==> config.mk <==
export PLATFORM = sky130hd
export DESIGN_NAME = dns_safe_base64_codec
export DESIGN_NICKNAME = d
export VERILOG_FILES = /design/src/rtl/dsb64_pkg.sv /design/src/rtl/dsb64_core.sv /design/src/rtl/dsb64_outq.sv /design/src/rtl/dns_safe_base64_codec.sv
export SDC_FILE = /design/constraint.sdc
export NUM_CORES = 1
export LEC_CHECK = 0
export BUFFER_PORTS_ARGS = -buffer_cell sky130_fd_sc_hd__buf_2
export CAP_MARGIN = 25
export CORE_MARGIN = 2
export CORE_UTILIZATION = 57
export DETAILED_ROUTE_END_ITERATION = 8
export PLACE_DENSITY_LB_ADDON = 0.3
export SLEW_MARGIN = 20
export SYNTH_ARGS = -nofsm -noshare
export SYNTH_HDL_FRONTEND = slang
export SYNTH_HIERARCHICAL = 1
export SYNTH_SLANG_ARGS = --single-unit
export TNS_END_PERCENT = 100
==> constraint.sdc <==
create_clock -name clk -period 3.3 [get_ports clk]
set_input_delay 0.495 -clock clk [delete_from_list [all_inputs] [get_ports clk]]
set_output_delay 0.495 -clock clk [all_outputs]
set_load 0.05 [all_outputs]
==> src/rtl/dsb64_pkg.sv <==
// ----------------------------------------------------------------------------
// dsb64_pkg
// Shared types and alphabet lookups for the DNS-safe base64 codec.
// ----------------------------------------------------------------------------
package dsb64_pkg;

  localparam int SymW  = 6;
  localparam int ByteW = 8;
  localparam int AccW  = 12;
  localparam int CntW  = 3;

  // One result beat
  typedef struct packed {
    logic [ByteW-1:0] data;
    logic             has_data;
    logic             eom;
    logic             stop;
  } res_t;

  // Results of one processed item, handed to the output queue
  typedef struct packed {
    logic       valid;
    logic [1:0] num;
    res_t       res0;
    res_t       res1;
  } push_t;

  // Symbol value to character: digits, lower case, upper case, '_', '-'
  function automatic logic [ByteW-1:0] sym_to_char(input logic [SymW-1:0] s);
    logic [ByteW-1:0] sx;
    sx = {2'b00, s};
    case (s) inside
      [6'd0:6'd9]:   return 8'h30 + sx;
      [6'd10:6'd35]: return 8'h57 + sx;
      [6'd36:6'd61]: return 8'h1D + sx;
      6'd62:         return 8'h5F;
      default:       return 8'h2D;
    endcase
  endfunction

  // Character to {valid, symbol value}
  function automatic logic [SymW:0] char_to_sym(input logic [ByteW-1:0] c);
    logic [ByteW-1:0] d;
    logic [ByteW-1:0] l;
    logic [ByteW-1:0] u;
    d = c - 8'h30;
    l = c - 8'h57;
    u = c - 8'h1D;
    case (c) inside
      [8'h30:8'h39]: return {1'b1, d[SymW-1:0]};
      [8'h61:8'h7A]: return {1'b1, l[SymW-1:0]};
      [8'h41:8'h5A]: return {1'b1, u[SymW-1:0]};
      8'h5F:         return {1'b1, 6'd62};
      8'h2D:         return {1'b1, 6'd63};
      default:       return {1'b0, 6'd0};
    endcase
  endfunction

endpackage

==> src/rtl/dsb64_core.sv <==
// ----------------------------------------------------------------------------
// dsb64_core
// Input register, codec state and the single-pass encode/decode step.
// ----------------------------------------------------------------------------
module dsb64_core (
  input  logic                clk,
  input  logic                rst_n,
  input  logic                cfg_wr_en,
  input  logic                cfg_wr_data,
  input  logic                in_tvalid,
  output logic                in_tready,
  input  logic [7:0]          in_tdata,
  input  logic                in_tlast,
  input  logic                space,
  output dsb64_pkg::push_t    push
);
  import dsb64_pkg::*;

  logic             dir_r;
  logic             in_vld_r, in_vld_nxt;
  logic [ByteW-1:0] in_byte_r;
  logic             in_last_r;
  logic [AccW-1:0]  acc_r, acc_nxt;
  logic [CntW-1:0]  cnt_r, cnt_nxt;
  logic             halt_r, halt_nxt;

  logic             proc;
  logic             accept;
  logic [AccW-1:0]  enc_acc;
  logic [AccW-1:0]  dec_acc;
  logic [SymW:0]    sym;
  push_t            step;

  assign proc      = in_vld_r & space;
  assign in_tready = ~in_vld_r | proc;
  assign accept    = in_tvalid & in_tready;

  assign enc_acc = {acc_r[3:0], in_byte_r};
  assign dec_acc = {acc_r[5:0], sym[SymW-1:0]};
  assign sym     = char_to_sym(in_byte_r);

  always_comb begin
    step     = '0;
    acc_nxt  = acc_r;
    cnt_nxt  = cnt_r;
    halt_nxt = halt_r;
    if (!dir_r) begin
      // encode: always at least one character
      step.res0.has_data = 1'b1;
      step.res1.has_data = 1'b1;
      acc_nxt            = enc_acc;
      case (cnt_r)
        3'd2: begin
          step.res0.data = sym_to_char(enc_acc[9:4]);
          step.res1.data = sym_to_char({enc_acc[3:0], 2'b00});
          step.num       = in_last_r ? 2'd2 : 2'd1;
          cnt_nxt        = 3'd4;
        end
        3'd4: begin
          step.res0.data = sym_to_char(enc_acc[11:6]);
          step.res1.data = sym_to_char(enc_acc[5:0]);
          step.num       = 2'd2;
          cnt_nxt        = 3'd0;
        end
        default: begin
          step.res0.data = sym_to_char(enc_acc[7:2]);
          step.res1.data = sym_to_char({enc_acc[1:0], 4'b0000});
          step.num       = in_last_r ? 2'd2 : 2'd1;
          cnt_nxt        = 3'd2;
        end
      endcase
      if (step.num == 2'd2) begin
        step.res1.eom = in_last_r;
      end else begin
        step.res0.eom = in_last_r;
      end
    end else begin
      if (!halt_r && !sym[SymW]) begin
        halt_nxt = 1'b1;
      end
      if (!halt_r && sym[SymW]) begin
        acc_nxt = dec_acc;
        case (cnt_r)
          3'd2: begin
            step.res0.data     = dec_acc[7:0];
            step.res0.has_data = 1'b1;
            cnt_nxt            = 3'd0;
          end
          3'd4: begin
            step.res0.data     = dec_acc[9:2];
            step.res0.has_data = 1'b1;
            cnt_nxt            = 3'd2;
          end
          3'd6: begin
            step.res0.data     = dec_acc[11:4];
            step.res0.has_data = 1'b1;
            cnt_nxt            = 3'd4;
          end
          default: begin
            cnt_nxt = 3'd6;
          end
        endcase
      end
      // bare end marker carries the halt flag
      step.res0.eom  = in_last_r;
      step.res0.stop = ~step.res0.has_data & halt_nxt;
      step.num       = (step.res0.has_data | in_last_r) ? 2'd1 : 2'd0;
    end
    if (in_last_r) begin
      acc_nxt  = '0;
      cnt_nxt  = '0;
      halt_nxt = 1'b0;
    end
    step.valid = proc;
  end

  assign push = step;

  assign in_vld_nxt = accept | (in_vld_r & ~proc);

  always_ff @(posedge clk) begin
    if (!rst_n) begin
      dir_r    <= 1'b0;
      in_vld_r <= 1'b0;
      acc_r    <= '0;
      cnt_r    <= '0;
      halt_r   <= 1'b0;
    end else begin
      in_vld_r <= in_vld_nxt;
      if (cfg_wr_en) begin
        // direction change discards any partial message
        dir_r  <= cfg_wr_data;
        acc_r  <= '0;
        cnt_r  <= '0;
        halt_r <= 1'b0;
      end else if (proc) begin
        acc_r  <= acc_nxt;
        cnt_r  <= cnt_nxt;
        halt_r <= halt_nxt;
      end
    end
  end

  always_ff @(posedge clk) begin
    if (accept) begin
      in_byte_r <= in_tdata;
      in_last_r <= in_tlast;
    end
  end

endmodule

==> src/rtl/dsb64_outq.sv <==
// ----------------------------------------------------------------------------
// dsb64_outq
// Two-entry result queue; takes up to two results of one item at once.
// ----------------------------------------------------------------------------
module dsb64_outq (
  input  logic              clk,
  input  logic              rst_n,
  input  dsb64_pkg::push_t  push,
  output logic              space,
  output logic              out_vld,
  input  logic              out_rdy,
  output dsb64_pkg::res_t   out_res
);
  import dsb64_pkg::*;

  logic [1:0] cnt_r, cnt_nxt;
  res_t       q0_r, q0_nxt;
  res_t       q1_r, q1_nxt;
  logic       pop;

  assign out_vld = (cnt_r != 2'd0);
  assign out_res = q0_r;
  assign pop     = out_vld & out_rdy;
  // empty once this cycle's beat leaves
  assign space   = (cnt_r == 2'd0) | ((cnt_r == 2'd1) & out_rdy);

  always_comb begin
    cnt_nxt = cnt_r;
    q0_nxt  = q0_r;
    q1_nxt  = q1_r;
    if (push.valid) begin
      cnt_nxt = push.num;
      q0_nxt  = push.res0;
      q1_nxt  = push.res1;
    end else if (pop) begin
      cnt_nxt = cnt_r - 2'd1;
      q0_nxt  = q1_r;
    end
  end

  always_ff @(posedge clk) begin
    if (!rst_n) begin
      cnt_r <= 2'd0;
    end else begin
      cnt_r <= cnt_nxt;
    end
  end

  always_ff @(posedge clk) begin
    q0_r <= q0_nxt;
    q1_r <= q1_nxt;
  end

endmodule

==> src/rtl/dns_safe_base64_codec.sv <==
// ----------------------------------------------------------------------------
// dns_safe_base64_codec
// Streaming base64 codec, DNS-safe alphabet, no padding characters.
// ----------------------------------------------------------------------------
// Encode (direction 0) turns bytes into characters of the alphabet 0-9 a-z A-Z
// '_' '-', zero-filling a partial group into one final character on the last
// byte; decode (direction 1) turns characters back into bytes and halts at the
// first character outside the alphabet until the end of the message. Each
// input beat is registered, processed in a single pass, and its one or two
// results go into a two-entry output queue; a new beat is taken once the
// queue will be empty, so beats giving one result (and decode generally)
// flow at one per cycle while out_tready is high; an encode beat giving two
// characters holds the next beat until its first has left the result port.
// Write direction only while idle; a write also clears any partial message.
module dns_safe_base64_codec (
  input  logic       clk,
  input  logic       rst_n,
  input  logic       cfg_wr_en,
  input  logic       cfg_wr_data,   // direction: 0 encode, 1 decode
  input  logic       in_tvalid,
  output logic       in_tready,
  input  logic [7:0] in_tdata,      // [7:0] in_byte
  input  logic       in_tlast,      // is_last
  output logic       out_tvalid,
  input  logic       out_tready,
  output logic [7:0] out_tdata,     // [7:0] out_byte
  output logic [1:0] out_tuser,     // [0] has_data, [1] stopped_early
  output logic       out_tlast      // end_of_message
);
  import dsb64_pkg::*;

  push_t push;
  res_t  head;
  logic  space;

  dsb64_core u_core (
    .clk         (clk),
    .rst_n       (rst_n),
    .cfg_wr_en   (cfg_wr_en),
    .cfg_wr_data (cfg_wr_data),
    .in_tvalid   (in_tvalid),
    .in_tready   (in_tready),
    .in_tdata    (in_tdata),
    .in_tlast    (in_tlast),
    .space       (space),
    .push        (push)
  );

  dsb64_outq u_outq (
    .clk     (clk),
    .rst_n   (rst_n),
    .push    (push),
    .space   (space),
    .out_vld (out_tvalid),
    .out_rdy (out_tready),
    .out_res (head)
  );

  assign out_tdata = head.data;
  assign out_tuser = {head.stop, head.has_data};
  assign out_tlast = head.eom;

endmodule

# Yosys cells after proc, flatten, opt, wreduce, memory -nomap -nowiden

Cells that the tools add are included.

Flip-flop bits (word level): 44
Bits of input ports: 15

Order comparisons: 42
Reduce and logical (&&, ||, !) cells: 33
Equality and inequality tests: 12
Bitwise gates (word level): 15
Muxes and demuxes: 56
Add/sub/neg operators: 22

Operator list:

| operator            | number |
|---|---|
| $mux 8              | 18 |
| $le 6x6->1 const B  | 12 |
| $mux 7              | 9 |
| $add 7x6->8 const A | 6 |
| $add 5x6->7 const A | 6 |
| $add 6x6->7 const A | 6 |
| $ge 6x1->1 const B  | 6 |
| $ge 6x4->1 const B  | 6 |
| $ge 6x6->1 const B  | 6 |
| $le 6x4->1 const B  | 6 |
| $pmux 9 s3          | 1 |
| $eq 6x6->1 const B  | 4 |
| $logic_and 1x1->1   | 23 |
| $mux 11             | 2 |
| $pmux 10 s2         | 1 |
| $mux 6              | 3 |
| $mux 9              | 2 |
| $ge 8x7->1 const B  | 2 |
| $le 8x7->1 const B  | 2 |
| $pmux 8 s2          | 1 |
| $mux 12             | 1 |
| $sub 6x5->6 const B | 2 |
| $mux 10             | 1 |
| $mux 3              | 3 |
| other kinds (23)    | 51 |

# Longest topological paths before layout

Depth after elaboration: 13
Gate-level depth with buffers: 14
Mapped depth without buffers: 11

# Modules after synthesis

The synthesis kept the hierarchy.

By module, submodules not included:

| module     | area an instance (um2) | instances | sequential area each (um2) | cells an instance |
|---|---|---|---|---|
| dsb64_core | 4426.7                 | 1         | 490.5                      | 600 |
| dsb64_outq | 973.4                  | 1         | 700.7                      | 53 |

# Least setup slack after synthesis

No wires, ideal clock.

Path type: register -> register
From: register u_core.in_byte_r[6]
To: register u_outq.q0_r, in the netlist u_outq/out_res[7] (data pin)
Buffers on the path: 2
Setup time: 0.260 ns
Data arrival time: 2.964 ns
Period minus slack after synthesis: 3.224 ns
Path slack: 0.076 ns
Cell stages (with the launch flop): 13
Cells stage by stage: edfxtp_1 -> clkbuf_1 -> inv_1 -> ha_1 -> buf_2 -> o21ai_2 -> nand3b_2 -> and2_4 -> or4_1 -> a311o_1 -> o41ai_2 -> o22ai_1 -> mux2_2

RTL lines:

| element                | RTL line          | RTL |
|---|---|---|
| start, declared        | dsb64_core.sv:21  | `logic [ByteW-1:0] in_byte_r;` |
| start signal, assigned | dsb64_core.sv:146 | `in_byte_r <= in_tdata;` |
| end signal, assigned   | dsb64_outq.sv:50  | `q0_r <= q0_nxt;` |
| end, declared          | dsb64_outq.sv:17  | `res_t q0_r, q0_nxt;` |

==> impl_metrics.tcl <==
set metrics [dict create \
    status "completed" \
    dp_hpwl_um 14200 \
    cts_tree "yes" \
    drt-total-wl_um 18700 \
    pin_count 28 \
    grt_setup_unrepaired "false" \
    antenna_found_initial 0 \
    leakage_nw 2.26 \
    drive_gt1_share_pct 21.4 \
    initialDrtViolationCount 608 \
    r2r_end "u_outq/out_res[5]$_DFFE_PP_" \
    cts_sinks 44 \
    hold_violations 0 \
    endpoint "u_outq/out_res[5]$_DFFE_PP_" \
    initial_core_util_pct 58.7 \
    drtAntennaViolNets 0 \
    cts_buffers 5 \
    syn2layout_area_growth_pct 10.6 \
    cts-htree-levels 2 \
    setup_viol 0 \
    min_period_ns 3.26 \
    tightest_slew_ns 0.830 \
    fillCellCount 801 \
    synth_most_common_cell "a21oi_1" \
    antenna_cells 0 \
    synthFlopType "edfxtp_1" \
    seqCellArea_um2 1190 \
    synth_warnings 6 \
    skew_ns 0.0173 \
    reg2reg_depth 11 \
    drc 0 \
    netlist_instances 653 \
    port_buffers 27 \
    dieArea_um2 10300 \
    worst_slack_ns 0.0407 \
    grt_max_degree 25 \
    synth_top_cell_by_area "edfxtp_1" \
    multi_input_area_um2 3770 \
    post-route-period-util_pct 98.8 \
    synth_seq_area_share_pct 22.1 \
    synth_nets 701 \
    startpoint "u_core/in_byte_r[6]$_DFFE_PP_" \
    clkLatencyLatePin_ns 0.32 \
    arrival_ns 3.32 \
    synth_cell_types 95 \
    vias 5746 \
    cap_violations 0 \
    ys_ff_latch 44 \
    grtUsageTotal_pct 36.6 \
    synth_common_cells "46 x a21oi_1, 45 x nand2_1, 39 x nor2_1" \
    clk_pin_slew_worst_paths_ns 0.11 \
    pre_cts_ws_ns 0.159 \
    critPathKind "flop to flop" \
    cp.required_ns 3.36 \
    routedWlPerCell_um 23.1 \
    grt_pass1_vias 5256 \
    place.gp.congestion 1.05 \
    drv_slew 0 \
    avgSynthCellArea_um2 8.27 \
    relSlewSlack_pct 44.0 \
    synth-edff-count 31 \
    max_clock_freq_mhz 307 \
    power_density_nw_per_um2 388 \
    cp_max_fo 11 \
    timing.hold.ws_ns 0.343 \
    ctsRootBufferMaster "clkbuf_8" \
    vias_per_cell 7.08 \
    die_w_um 101 \
    synthArstFlopShare_pct 0 \
    coreArea_um2 9200 \
    cp-end-kind "flop" \
    startpoint_type "flop" \
    syn-cell-area_um2 5400 \
    synth_area_leaders "edfxtp_1 17%, ha_1 7.6%, dfxtp_1 4.8%" \
    ir_drop_mv 0.212 \
    grt_pass1_wl_um 29200 \
    r2r_setup_slack_ns 0.04 \
    fin_tns_setup_ns 0 \
    gr-total-overflow 0 \
    worstReg2RegStart "u_core/in_byte_r[6]$_DFFE_PP_" \
    fin_total_pwr_w 0.00232 \
    dr.pass1.iters 5 \
    nNetsFinal 748 \
    synth_top_area_share_pct 17.2 \
    clockBufferDepth 2 \
    hp-class "input pin to flop" \
    rows 35 \
    final_util_pct 64.9 \
    die_h_um 101 \
]
worst max-delay path, cell delays in order (launching register included):
cell	delay [ns]
edfxtp_1	0.45
inv_1	0.13
ha_1	0.17
buf_4	0.20
nand2b_1	0.15
a221o_1	0.35
a221oi_1	0.51
a221oi_1	0.16
a21oi_1	0.27
a221o_1	0.23
o211ai_1	0.10
mux2_4	0.27
worst min-delay path by stage:
stage,from,endpoint,cells after the start
floorplan,u_core/acc_r[4]$_SDFFE_PP0P_,u_core/acc_r[4]$_SDFFE_PP0P_,1
global placement,u_core/acc_r[5]$_SDFFE_PP0P_,u_core/acc_r[5]$_SDFFE_PP0P_,1
detailed placement,u_core/acc_r[4]$_SDFFE_PP0P_,u_core/acc_r[4]$_SDFFE_PP0P_,1
CTS,in_tdata[5],u_core/in_byte_r[5]$_DFFE_PP_,1
global route,in_tdata[1],u_core/in_byte_r[1]$_DFFE_PP_,1
finish,in_tdata[5],u_core/in_byte_r[5]$_DFFE_PP_,1
cells by family (layout without fill, tap and decap cells):
kind of cell | Yosys count | in the layout | share of synthesized area, %
simple gates | 192 | 192 | 19.2
xor+xnor | 15 | 15 | 2.43
other cells | 1 | 1 | 0.0694
mux | 22 | 22 | 4.89
buf+inv | 87 | 135 | 8.73
compound gates | 258 | 258 | 34.8
fa+ha+maj | 34 | 34 | 7.83
flops | 44 | 44 | 22.1
state kept, by name (all words and copies together), names as in the netlist:
register	count
u_outq/out_res	11
u_outq/q1_r	11
u_core/in_byte_r	8
u_core/acc_r	6
u_core/cnt_r	2
u_outq/cnt_r	2
u_core/dir_r	1
u_core/halt_r	1
u_core/in_last_r	1
u_core/in_vld_r	1
routing by layer:
layer	up-vias	routed length (µm)	share of wire, %	GRT usage [%]
met3	61	1950	10	7.11
met4	0	605	3.2	11.7
li1	2611	-	-	-
met1	2680	7590	41	50.1
met2	394	8590	46	58.3
met5	-	0	0	0
layout make-up:
type | count | share of cell area [%]
multi-input combinational | 522 | 63.2
sequential | 44 | 19.9
timing repair buffer | 91 | 10.3
tap | 111 | 2.33
inverter | 36 | 2.26
clock buffer | 5 | 1.15
clock inverter | 3 | 0.796
per-stage QoR:
step           area, µm²  std cells
2_1_floorplan       5400        653
3_3_place_gp        5810        803
3_5_place_dp        5810        803
4_1_cts             5930        811
5_1_grt             5970        812
6_report            5970        812
where the power goes:
part / internal (W) / switching, W / leakage, nW
Clock: 0.000229 / 0.000233 / 0.0583
Combinational: 0.000394 / 0.000737 / 1.80
Sequential: 0.000686 / 0.0000368 / 0.399
Total: 0.00131 / 0.00101 / 2.26
placed cells by master, fill, tap and decap left out, types with 12 or more instances in the layout:
cell type  synthesis  final
a21oi_1           46     45
a31oi_1           12     12
buf_2              9     27
buf_4              4     64
dfxtp_1           13     13
edfxtp_1          31     31
ha_1              33     32
inv_1             33     33
nand2_1           45     45
nand3_1           15     14
nor2_1            39     39
nor3_1            12     12
o211ai_1          22     22
o21ai_0           33     32
xnor2_1           14     14
repair_timing:
action | in CTS | in global routing
hold buffers | 0 | 0
setup buffers | 0 | 1
setup endpoints to repair | 0 | 13
gates resized for setup | 0 | 9
(Power assumes the default switching activity.)
